**config.mk**
```make
export PLATFORM = sky130hd
export DESIGN_NAME = length_prefixed_frame_splitter_top
export DESIGN_NICKNAME = d
export VERILOG_FILES = /design/src/hw/rtl/lpfs_pkg.sv /design/src/hw/rtl/length_prefixed_frame_splitter_top.sv /design/src/hw/rtl/lpfs_front.sv /design/src/hw/rtl/lpfs_queue.sv
export SDC_FILE = /design/constraint.sdc
export NUM_CORES = 1
export LEC_CHECK = 0
export ABC_AREA = 1
export BUFFER_PORTS_ARGS = -buffer_cell sky130_fd_sc_hd__buf_2
export CAP_MARGIN = 15
export CORE_MARGIN = 2
export CORE_UTILIZATION = 59
export CTS_BUF_LIST = sky130_fd_sc_hd__clkbuf_16
export DETAILED_ROUTE_END_ITERATION = 10
export PLACE_DENSITY = 0.88
export SLEW_MARGIN = 10
export SYNTH_ARGS = -nofsm -noshare
export SYNTH_HDL_FRONTEND = slang
export SYNTH_SLANG_ARGS = --single-unit
```
**constraint.sdc**
```tcl
create_clock -name clk -period 11.7 [get_ports clk]
set_input_delay 2.34 -clock clk [delete_from_list [all_inputs] [get_ports clk]]
set_output_delay 2.34 -clock clk [all_outputs]
set_load 0.02 [all_outputs]
```
**src/hw/rtl/lpfs_pkg.sv**
```systemverilog
package lpfs_pkg;

  // Frame header: length, method and method type, each a big-endian 32-bit word.
  localparam int unsigned HEADER_BYTES = 12;
  localparam int unsigned HDR_IDX_W    = 4;
  localparam int unsigned WORD_W       = 32;
  localparam int unsigned MAX_LEN_W    = 31;

  // Header byte positions at which the length and method words are complete.
  localparam logic [HDR_IDX_W-1:0] HDR_LEN_END  = HDR_IDX_W'(4);
  localparam logic [HDR_IDX_W-1:0] HDR_METH_END = HDR_IDX_W'(8);
  localparam logic [HDR_IDX_W-1:0] HDR_LAST     = HDR_IDX_W'(HEADER_BYTES - 1);

  localparam logic [MAX_LEN_W-1:0] MAX_LEN_RESET = MAX_LEN_W'(65536);

  localparam int unsigned QUEUE_DEPTH_DEFAULT = 2;

  typedef enum logic [1:0] {
    KIND_PAYLOAD = 2'd0,
    KIND_EMPTY   = 2'd1,
    KIND_BAD_LEN = 2'd2
  } kind_t;

  typedef struct packed {
    kind_t              kind;
    logic signed [31:0] method_code;
    logic signed [31:0] method_kind;
    logic signed [31:0] frame_length;
    logic [7:0]         payload_byte;
    logic               first_of_frame;
    logic               last_of_frame;
  } item_t;

endpackage

```
**src/hw/rtl/length_prefixed_frame_splitter_top.sv**
```systemverilog
// Path: a payload byte, or the closing byte of an empty or rejected header, is written into the
//   queue on the edge that accepts it; the queue then loads it into the output register, from
//   which the result channel offers it, once that register is free or is being emptied.
// Throughput: one byte per cycle while the queue has room; the front updates its header/counter state per byte.
// The queue holds QUEUE_DEPTH results; the input stalls whenever the queue is full.
// Reset (rst_n, synchronous, active low) returns to header collection, empties the queue
//   and sets the maximum frame length to 65536.
module length_prefixed_frame_splitter_top #(
  parameter int unsigned QUEUE_DEPTH = lpfs_pkg::QUEUE_DEPTH_DEFAULT
) (
  input  logic                              clk,
  input  logic                              rst_n,
  // Byte stream in.
  input  logic                              in_tvalid,
  output logic                              in_tready,
  input  logic [7:0]                        in_tdata,   // [7:0] data_byte
  // Results out.
  output logic                              out_tvalid,
  input  logic                              out_tready,
  // [31:0] method_code, [63:32] method_kind, [95:64] frame_length, [103:96] payload_byte
  output logic [103:0]                      out_tdata,
  output logic [2:0]                        out_tuser,  // [1:0] kind, [2] first_of_frame
  output logic                              out_tlast,  // last_of_frame
  // Maximum frame length register.
  input  logic                              cfg_valid,
  output logic                              cfg_ready,
  input  logic [lpfs_pkg::MAX_LEN_W-1:0]    cfg_data
);

  // The maximum frame length is checked once per header, on its final byte.
  logic [lpfs_pkg::MAX_LEN_W-1:0] max_len_r;
  logic                           queue_can_push;
  logic                           push;
  lpfs_pkg::item_t                push_item;
  lpfs_pkg::item_t                out_item;

  // Always writable; software must write it only when the block is idle; the block does not enforce this.
  assign cfg_ready = 1'b1;

  always_ff @(posedge clk) begin
    if (!rst_n) begin
      max_len_r <= lpfs_pkg::MAX_LEN_RESET;
    end else if (cfg_valid) begin
      max_len_r <= cfg_data;
    end
  end

  // A byte is taken whenever the queue has room, whether or not it will yield a result.
  assign in_tready = queue_can_push;

  // Front: header collection, length check and payload counting.
  lpfs_front u_front (
    .clk         (clk),
    .rst_n       (rst_n),
    .in_valid    (in_tvalid),
    .in_data     (in_tdata),
    .queue_ready (queue_can_push),
    .max_len     (max_len_r),
    .push        (push),
    .push_item   (push_item)
  );

  // Back: result queue and the output register that drives the result channel.
  lpfs_queue #(
    .DEPTH (QUEUE_DEPTH)
  ) u_queue (
    .clk       (clk),
    .rst_n     (rst_n),
    .push      (push),
    .push_item (push_item),
    .can_push  (queue_can_push),
    .out_valid (out_tvalid),
    .out_ready (out_tready),
    .out_item  (out_item)
  );

  assign out_tdata = {out_item.payload_byte, out_item.frame_length,
                      out_item.method_kind, out_item.method_code};
  assign out_tuser = {out_item.first_of_frame, out_item.kind};
  assign out_tlast = out_item.last_of_frame;

endmodule

```
**src/hw/rtl/lpfs_front.sv**
```systemverilog
module lpfs_front (
  input  logic                                clk,
  input  logic                                rst_n,
  input  logic                                in_valid,
  input  logic [7:0]                          in_data,
  input  logic                                queue_ready,
  input  logic [lpfs_pkg::MAX_LEN_W-1:0]      max_len,
  output logic                                push,
  output lpfs_pkg::item_t                     push_item
);

  logic                                in_payload_r, in_payload_nxt;
  logic [lpfs_pkg::HDR_IDX_W-1:0]      hdr_idx_r, hdr_idx_nxt;
  logic [lpfs_pkg::WORD_W-1:0]         len_r, len_nxt;
  logic [lpfs_pkg::WORD_W-1:0]         meth_r, meth_nxt;
  logic [lpfs_pkg::WORD_W-1:0]         type_r, type_nxt;
  logic [lpfs_pkg::MAX_LEN_W-1:0]      remain_r, remain_nxt;
  logic                                first_r, first_nxt;
  logic                                fire;
  logic                                last_byte;
  logic                                bad_len;
  logic                                empty_frame;

  assign fire        = in_valid && queue_ready;
  assign last_byte   = (remain_r <= lpfs_pkg::MAX_LEN_W'(1));
  assign bad_len     = len_r[lpfs_pkg::WORD_W-1] ||
                       (len_r < lpfs_pkg::WORD_W'(lpfs_pkg::HEADER_BYTES)) ||
                       (len_r > {1'b0, max_len});
  assign empty_frame = (len_r == lpfs_pkg::WORD_W'(lpfs_pkg::HEADER_BYTES));

  always_comb begin
    in_payload_nxt = in_payload_r;
    hdr_idx_nxt    = hdr_idx_r;
    len_nxt        = len_r;
    meth_nxt       = meth_r;
    type_nxt       = type_r;
    remain_nxt     = remain_r;
    first_nxt      = first_r;
    push           = 1'b0;
    push_item.kind           = lpfs_pkg::KIND_PAYLOAD;
    push_item.payload_byte   = 8'd0;
    push_item.first_of_frame = 1'b0;
    push_item.last_of_frame  = 1'b1;
    if (fire) begin
      if (in_payload_r) begin
        push                     = 1'b1;
        push_item.payload_byte   = in_data;
        push_item.first_of_frame = first_r;
        push_item.last_of_frame  = last_byte;
        first_nxt                = 1'b0;
        if (last_byte) begin
          in_payload_nxt = 1'b0;
        end else begin
          remain_nxt = remain_r - lpfs_pkg::MAX_LEN_W'(1);
        end
      end else begin
        if (hdr_idx_r < lpfs_pkg::HDR_LEN_END) begin
          len_nxt = {len_r[lpfs_pkg::WORD_W-9:0], in_data};
        end else if (hdr_idx_r < lpfs_pkg::HDR_METH_END) begin
          meth_nxt = {meth_r[lpfs_pkg::WORD_W-9:0], in_data};
        end else begin
          type_nxt = {type_r[lpfs_pkg::WORD_W-9:0], in_data};
        end
        if (hdr_idx_r == lpfs_pkg::HDR_LAST) begin
          // Header complete: the length word has been whole since byte four.
          hdr_idx_nxt = '0;
          if (bad_len) begin
            push           = 1'b1;
            push_item.kind = lpfs_pkg::KIND_BAD_LEN;
          end else if (empty_frame) begin
            push           = 1'b1;
            push_item.kind = lpfs_pkg::KIND_EMPTY;
          end else begin
            in_payload_nxt = 1'b1;
            first_nxt      = 1'b1;
            remain_nxt     = lpfs_pkg::MAX_LEN_W'(len_r -
                             lpfs_pkg::WORD_W'(lpfs_pkg::HEADER_BYTES));
          end
        end else begin
          hdr_idx_nxt = hdr_idx_r + lpfs_pkg::HDR_IDX_W'(1);
        end
      end
    end
    push_item.method_code  = meth_nxt;
    push_item.method_kind  = type_nxt;
    push_item.frame_length = len_r;
  end

  always_ff @(posedge clk) begin
    if (!rst_n) begin
      in_payload_r <= 1'b0;
      hdr_idx_r    <= '0;
      first_r      <= 1'b0;
    end else begin
      in_payload_r <= in_payload_nxt;
      hdr_idx_r    <= hdr_idx_nxt;
      first_r      <= first_nxt;
    end
  end

  always_ff @(posedge clk) begin
    len_r    <= len_nxt;
    meth_r   <= meth_nxt;
    type_r   <= type_nxt;
    remain_r <= remain_nxt;
  end

  // A frame in progress always has at least one payload byte still to come.
  a_remain_nonzero: assert property (@(posedge clk) disable iff (!rst_n)
    in_payload_r |-> (remain_r != '0))
    else $error("payload counter empty inside a frame");

  a_idx_range: assert property (@(posedge clk) disable iff (!rst_n)
    hdr_idx_r <= lpfs_pkg::HDR_LAST)
    else $error("header index past the header");

  // The first-byte mark lives only inside a frame and never during header collection.
  a_first_in_frame: assert property (@(posedge clk) disable iff (!rst_n)
    first_r |-> (in_payload_r && (hdr_idx_r == '0)))
    else $error("first mark outside a frame");

endmodule

```
**src/hw/rtl/lpfs_queue.sv**
```systemverilog
module lpfs_queue #(
  parameter int unsigned DEPTH = lpfs_pkg::QUEUE_DEPTH_DEFAULT
) (
  input  logic            clk,
  input  logic            rst_n,
  input  logic            push,
  input  lpfs_pkg::item_t push_item,
  output logic            can_push,
  output logic            out_valid,
  input  logic            out_ready,
  output lpfs_pkg::item_t out_item
);

  localparam int unsigned PTR_W = (DEPTH > 1) ? $clog2(DEPTH) : 1;
  localparam int unsigned CNT_W = $clog2(DEPTH + 1);

  lpfs_pkg::item_t mem [DEPTH];
  lpfs_pkg::item_t out_item_r;
  logic [PTR_W-1:0] wr_ptr_r, wr_ptr_nxt;
  logic [PTR_W-1:0] rd_ptr_r, rd_ptr_nxt;
  logic [CNT_W-1:0] count_r, count_nxt;
  logic             out_valid_r, out_valid_nxt;
  logic             pop;

  assign can_push  = (count_r < CNT_W'(DEPTH));
  assign pop       = (count_r != '0) && (!out_valid_r || out_ready);
  assign out_valid = out_valid_r;
  assign out_item  = out_item_r;

  always_comb begin
    wr_ptr_nxt = wr_ptr_r;
    rd_ptr_nxt = rd_ptr_r;
    if (push) begin
      wr_ptr_nxt = (wr_ptr_r == PTR_W'(DEPTH - 1)) ? '0 : wr_ptr_r + PTR_W'(1);
    end
    if (pop) begin
      rd_ptr_nxt = (rd_ptr_r == PTR_W'(DEPTH - 1)) ? '0 : rd_ptr_r + PTR_W'(1);
    end
    count_nxt = count_r + CNT_W'(push) - CNT_W'(pop);
    if (pop) begin
      out_valid_nxt = 1'b1;
    end else if (out_ready) begin
      out_valid_nxt = 1'b0;
    end else begin
      out_valid_nxt = out_valid_r;
    end
  end

  always_ff @(posedge clk) begin
    if (!rst_n) begin
      wr_ptr_r    <= '0;
      rd_ptr_r    <= '0;
      count_r     <= '0;
      out_valid_r <= 1'b0;
    end else begin
      wr_ptr_r    <= wr_ptr_nxt;
      rd_ptr_r    <= rd_ptr_nxt;
      count_r     <= count_nxt;
      out_valid_r <= out_valid_nxt;
    end
  end

  always_ff @(posedge clk) begin
    if (push) begin
      mem[wr_ptr_r] <= push_item;
    end
    if (pop) begin
      out_item_r <= mem[rd_ptr_r];
    end
  end

  a_no_overflow: assert property (@(posedge clk) disable iff (!rst_n)
    push |-> can_push)
    else $error("queue written while full");

  a_count_range: assert property (@(posedge clk) disable iff (!rst_n)
    count_r <= CNT_W'(DEPTH))
    else $error("queue count out of range");

  // A held result that is not taken stays valid on the next cycle.
  a_out_holds: assert property (@(posedge clk) disable iff (!rst_n)
    (out_valid_r && !out_ready) |=> out_valid_r)
    else $error("output result dropped before being taken");

endmodule
```
# Word level (Yosys, flattened, before mapping)
# Memory sizes are Yosys's and may differ from the RTL's. A register that Yosys moved wholly into a read port is not among the register bits.
# Index checks and enable logic that the tools add are counted.
# op_classes
add_sub_neg	7
n_lt_le_gt_ge	6
n_eq_ne	5
mux	41
n_bitwise	1
n_reduce_logical	13
# ops
op	count
$mux W32	8
$mux W31	5
$eq A32 B4 Y1 const B	1
$gt A32 B31 Y1	1
$lt A32 B4 Y1 const B	1
$le A31 B1 Y1 const B	1
$sub A31 B1 Y31 const B	1
$sub A31 B4 Y31 const B	1
$mux W1	21
$mux W10	2
$mux W2	4
$reduce_bool A2 Y1	3
$reduce_and A5 Y1	1
$add A4 B1 Y4 const B	1
$eq A4 B4 Y1 const B	1
$lt A4 B3 Y1 const B	1
$lt A4 B4 Y1 const B	1
$mux W4	1
$ne A2 B1 Y1 const B	2
$reduce_and A4 Y1	1
$logic_or A1 B1 Y1	3
$reduce_and A3 Y1	1
$add A1 B1 Y1 const B	2
$add A2 B1 Y2	1
other kinds (7)	8
# totals
ff_bits	169
mem_bits_rw	216
input_bits	44
out_inout_bits	111
n_memories	1
# memory_table
memory	words	width	rd	rd_ports_with_merged_regs	wr	line_no	text
u_queue.mem	2	108	1	1	1	lpfs_queue.sv:17	lpfs_pkg::item_t mem [DEPTH];

# Logic depth before layout (Yosys ltp)
# depth
depth_word	9
depth_mapped	21
depth_no_buf	21

# Hierarchy
# From an unflattened synthesis, not the netlist that was laid out.
# unflattened
hier_cells	1466
area_unflattened_um2	19944.1
# by_module_without_submodules
module	n_inst	cells_each	area_each_um2	seq_area_each_um2
lpfs_queue	1	480	11775.0	9829.4
lpfs_front	1	789	6845.3	3293.2
length_prefixed_frame_splitter_top	1	197	1323.8	620.6

# Worst setup path before layout
# OpenSTA, ideal clock, no wires.
# synth_timing
path_kind	input to register
startpoint	input port out_tready
endpoint	register u_queue.count_r[1]
setup_time_ps	70
arrival_time_ps	9158
path_slack_ps	2472
path_stages	8
cell_sequence	nor2_1 > a21oi_1 > ha_1 > inv_1 > ha_1 > xor2_1 > o21ai_0 > a21oi_1
# synth_between
elab_chain_cells	3
# synth_rtl
item	line_no	text
start, declared	length_prefixed_frame_splitter_top.sv:19	input logic out_tready,
$logic_or A1 B1 Y1	lpfs_queue.sv:26	assign pop = (count_r != '0) && (!out_valid_r || out_ready);
$logic_and A1 B1 Y1	lpfs_queue.sv:26	
$sub A2 B1 Y2	lpfs_queue.sv:39	count_nxt = count_r + CNT_W'(push) - CNT_W'(pop);
end signal, assigned	lpfs_queue.sv:58	count_r <= count_nxt;
end, declared	lpfs_queue.sv:21	logic [CNT_W-1:0] count_r, count_nxt;
# No other way between the ends.
# A chain may end at the register's enable or synchronous reset.

# Final worst setup path
# layout_timing
startpoint	input port in_tvalid
endpoint	memory u_queue.mem[0][10] (netlist bit), enable pin
# layout_between
elab_chain_cells	4
# layout_rtl
item	line_no	text
start, declared	length_prefixed_frame_splitter_top.sv:14	input logic in_tvalid,
$logic_and A1 B1 Y1	lpfs_front.sv:24	assign fire = in_valid && queue_ready;
$mux W1	lpfs_front.sv:44	if (fire) begin
$mux W1	lpfs_queue.sv:64	if (push) begin
$mux W1 (not written as such)	lpfs_queue.sv:65	mem[wr_ptr_r] <= push_item;
end, declared	lpfs_queue.sv:17	
# No other way between the ends.

==> metrics.yaml <==
logic_synthesis:
  syn-num-nets: 1682
  synth_edf_count: 387
  syn_area_um2: 19200
  yosysTopAreaCellShare: 0.605
  postSynthCellCount: 1601
  yosysSeqAreaShare: 0.716
  synth.largest_area_cell: "edfxtp_1"
  avgSynthCellArea_um2: 12.0
  synth.area.top_cells: "edfxtp_1 61%, dfxtp_1 11%, nand2_1 9.1%, ha_1 2.4%, o21ai_0 2.2%"
  yosys_most_used_dff: "edfxtp_1"
  synthArstFlopShare: 0
  synth-seq-cells: 493
  ys.warnings.count: 0
  synthDistinctLibCells: 46
setup_path:
  worst-r2r-cell-count: 12
  crit_path_frequent_cell: "nand2_1"
  worstSetupPathType: "input port to register"
  path_max_fanout: 71
  cpPeakStageDelay_ps: 870
  worstPathCellList: "buf_2, nand2_1, a21oi_1, nand2_1, nor2_4, buf_4"
  reg2reg_from: "u_front.len_r[30]"
  critPathCaptureType: "register"
  cp.required_ps: 11870
  r2r_slack_ps: 7400
  critPathLaunchType: "input port"
  arrival_ps: 4890
  r2r-end: "u_queue.mem[0][10]"
  cp_slowest_cell: "buf_4"
grt:
  grt_pass1_vias: 12000
  antenna_found_initial: 0
  grt_pass1_wl_um: 61800
  overflow: 0
  grt_start_max_net_pins: 87
  grt_usage: 0.235
finish:
  fill_cells: 2191
  diodes: 0
  drive_above_1_share: 0.173
  finalCoreUtilization: 0.678
  syn_to_final_growth_pct: 14.0
  final_nets: 1844
clock_tree:
  clock-sinks: 493
  numCtsBuffers: 47
  cts_tree: "built"
  cts.repair.resized: 0
  clk_pin_slew_worst_paths_ps: 60
  clk_latency_ps: 560
  ctsHoldBuffers: 0
  cts_setup_buffers: 0
  root_buffer: "clkbuf_16"
  ctsHtreeMaxLevel: 2
  clk_path_buf_depth: 3
floorplanning:
  rows: 66
  die_area_um2: 34000
  fp.dieH_um: 184
  initial_core_util: 0.594
  io_pins: 155
  fp.dieW_um: 184
  core_area_um2: 32300
routing:
  routedWlPerCell_um: 17.6
  wl_um: 39400
  avgViaCountPerCell: 5.41
  post-route-drc-count: 0
  firstDrtPassIters: 8
  vias: 12100
  ant_nets: 0
  drt_iter0_markers: 1227
min_path:
  worstHoldEndpoint: "max_len_r[19]"
  worstHoldStart: "max_len_r[19]"
  hp-class: "register to register"
  holdPathStages: 2
timing:
  period_share: 0.404
  fin_tns_setup_ps: 0
  fin_worst_skew_ps: 18.6
  setup_viol: 0
  slew_violations: 0
  fin_crit_ps: 4730
  rsz0062_at_grt: "no"
  slew_headroom: 0.231
  worst_slew_pin_slew_ps: 1150
  max_freq_mhz: 212
  hold_violations: 0
place:
  io_buffers: 153
  dp.final_hpwl_um: 25300
  finalWeightedCongestion: 0.896
pwr:
  ir_drop_v: 0.000124
  p_int_mw: 3.34
  seq_power_share: 0.500
  switching_power_mw: 1.52
  p_leak_nw: 8.80
  p_per_area_nw_per_um2: 222
  total_power_mw: 4.87
  p_clk_frac: 0.289
  power.share.combinational: 0.211
  switching_share: 0.313
status:
  outcome: "finished, final reports clean"
job:
  drv_cap: 0
[cells in the final DEF (no fill, tap or decap), types with 2 or more instances in the layout]
cell        count
nand2_1       463
edfxtp_1      387
buf_2         153
inv_1         122
dfxtp_1       105
nor2_1        103
o21ai_0        84
a21oi_1        65
clkbuf_16      49
ha_1           37
mux2_2         30
xor2_1         23
nand3_1        21
nand4_1        14
clkinv_1       12
nor2_2         11
nor3_1         11
xnor2_1        10
buf_4          10
nand2_2         9
nor2_4          8
o21ai_1         8
clkinv_2        7
inv_2           6
a31oi_1         6
nor4_1          4
o21bai_1        3
or2_2           3
clkinvlp_4      3
a21oi_2         2
nand3_2         2
o21ai_2         2
nor3_2          2
nand2_4         2
nor3_4          2
a32oi_1         2
a21o_1          2
[power groups by stage]
stage | sequential [mW] | clock, mW | combinational [mW]
floorplan | 2.67 | 0 | 0.476
global placement | 2.46 | 0 | 0.971
detailed placement | 2.47 | 0 | 1.02
CTS | 2.43 | 1.42 | 1.04
global route | 2.46 | 1.48 | 1.14
finish | 2.43 | 1.41 | 1.03
[how the worst max path moves through the flow]
stage | slack [ps] | to | start | cells after the start
6_report | 6970 | u_queue.mem[0][10] | in_tvalid | 6
5_1_grt | 6790 | u_queue.mem[0][17] | in_tvalid | 6
4_1_cts | 6970 | u_queue.mem[0][6] | in_tvalid | 6
3_5_place_dp | 6410 | u_queue.mem[0][95] | in_tvalid | 6
3_3_place_gp | 6490 | u_queue.mem[0][94] | in_tvalid | 6
2_1_floorplan | 2470 | u_queue.count_r[1] | out_tready | 8
[cell type report]
type                            count  area [um^2]  area share
Clock buffer                       49         1230      0.0560
Clock inverter                     37          205     0.00938
Inverter                          117          445      0.0204
Multi-Input combinational cell    940         4830       0.221
Sequential cell                   493        13700       0.628
Tap cell                          442          553      0.0253
Timing Repair Buffer              164          868      0.0397
[state kept, by name, summed over array words and instances, names as in the netlist]
name                  count
u_queue.mem             216
u_queue.out_item        108
u_front.len_r            32
u_front.meth_r           32
u_front.type_r           32
max_len_r                31
u_front.remain_r         31
u_front.hdr_idx_r         4
u_queue.count_r           2
u_front.first_r           1
u_front.in_payload_r      1
u_queue.out_valid         1
u_queue.rd_ptr_r          1
u_queue.wr_ptr_r          1
[Yosys cell counts (3+ instances only)]
library cell	instances
o21ai_0	84
edfxtp_1	387
nor2_1	104
ha_1	37
nand4_1	14
buf_2	6
o21bai_1	3
a31oi_1	6
mux2_2	30
xnor2_1	10
nand2_1	464
nor3_1	12
inv_2	7
nand2_2	8
nor4_1	4
inv_1	108
dfxtp_1	106
nand3_1	21
a21oi_1	66
clkbuf_1	42
nor2_4	7
xor2_1	23
or2_2	3
nor2_2	11
o21ai_1	8
[through the flow]
stage               worst slack [ps]  area, um^2  hold slack [ps]  cells
finish                          6970       21900              471   2242
global route                    6790       21900              492   2242
CTS                             6970       21900              471   2241
detailed placement              6410       20400              459   2155
global placement                6490       20400              443   2155
floorplan                       2470       19200              422   1601
[worst max-delay path: cells and delay by family]
kind | cells | cell delay, ps
AO/OA/AOI/OAI | 1 | 310
buffers and inverters | 2 | 960
AND/OR/NAND/NOR | 3 | 1200
[per-layer routing]
layer / vias to the layer above / GRT usage / wire length [um]
met4: 0 / 0.0944 / 1350
li1: 5773 / - / -
met5: - / 0 / 0
met2: 494 / 0.412 / 19800
met1: 5764 / 0.296 / 15600
met3: 93 / 0.0350 / 2660
[kinds of logic (layout without fill, tap and decap cells)]
| family | count (synthesis) | in the layout | share of synthesized area |
|---|---|---|---|
| AND/OR/NAND/NOR | 660 | 660 | 0.144 |
| multiplexers | 30 | 30 | 0.0176 |
| XOR/XNOR | 33 | 33 | 0.0151 |
| other | 1 | 1 | 0.000195 |
| AO/OA/AOI/OAI | 179 | 179 | 0.0494 |
| adder cells (fa/ha/maj) | 37 | 37 | 0.0241 |
| buffers and inverters | 168 | 367 | 0.0336 |
| flip-flops | 493 | 493 | 0.716 |
(Power assumes the default switching activity.)
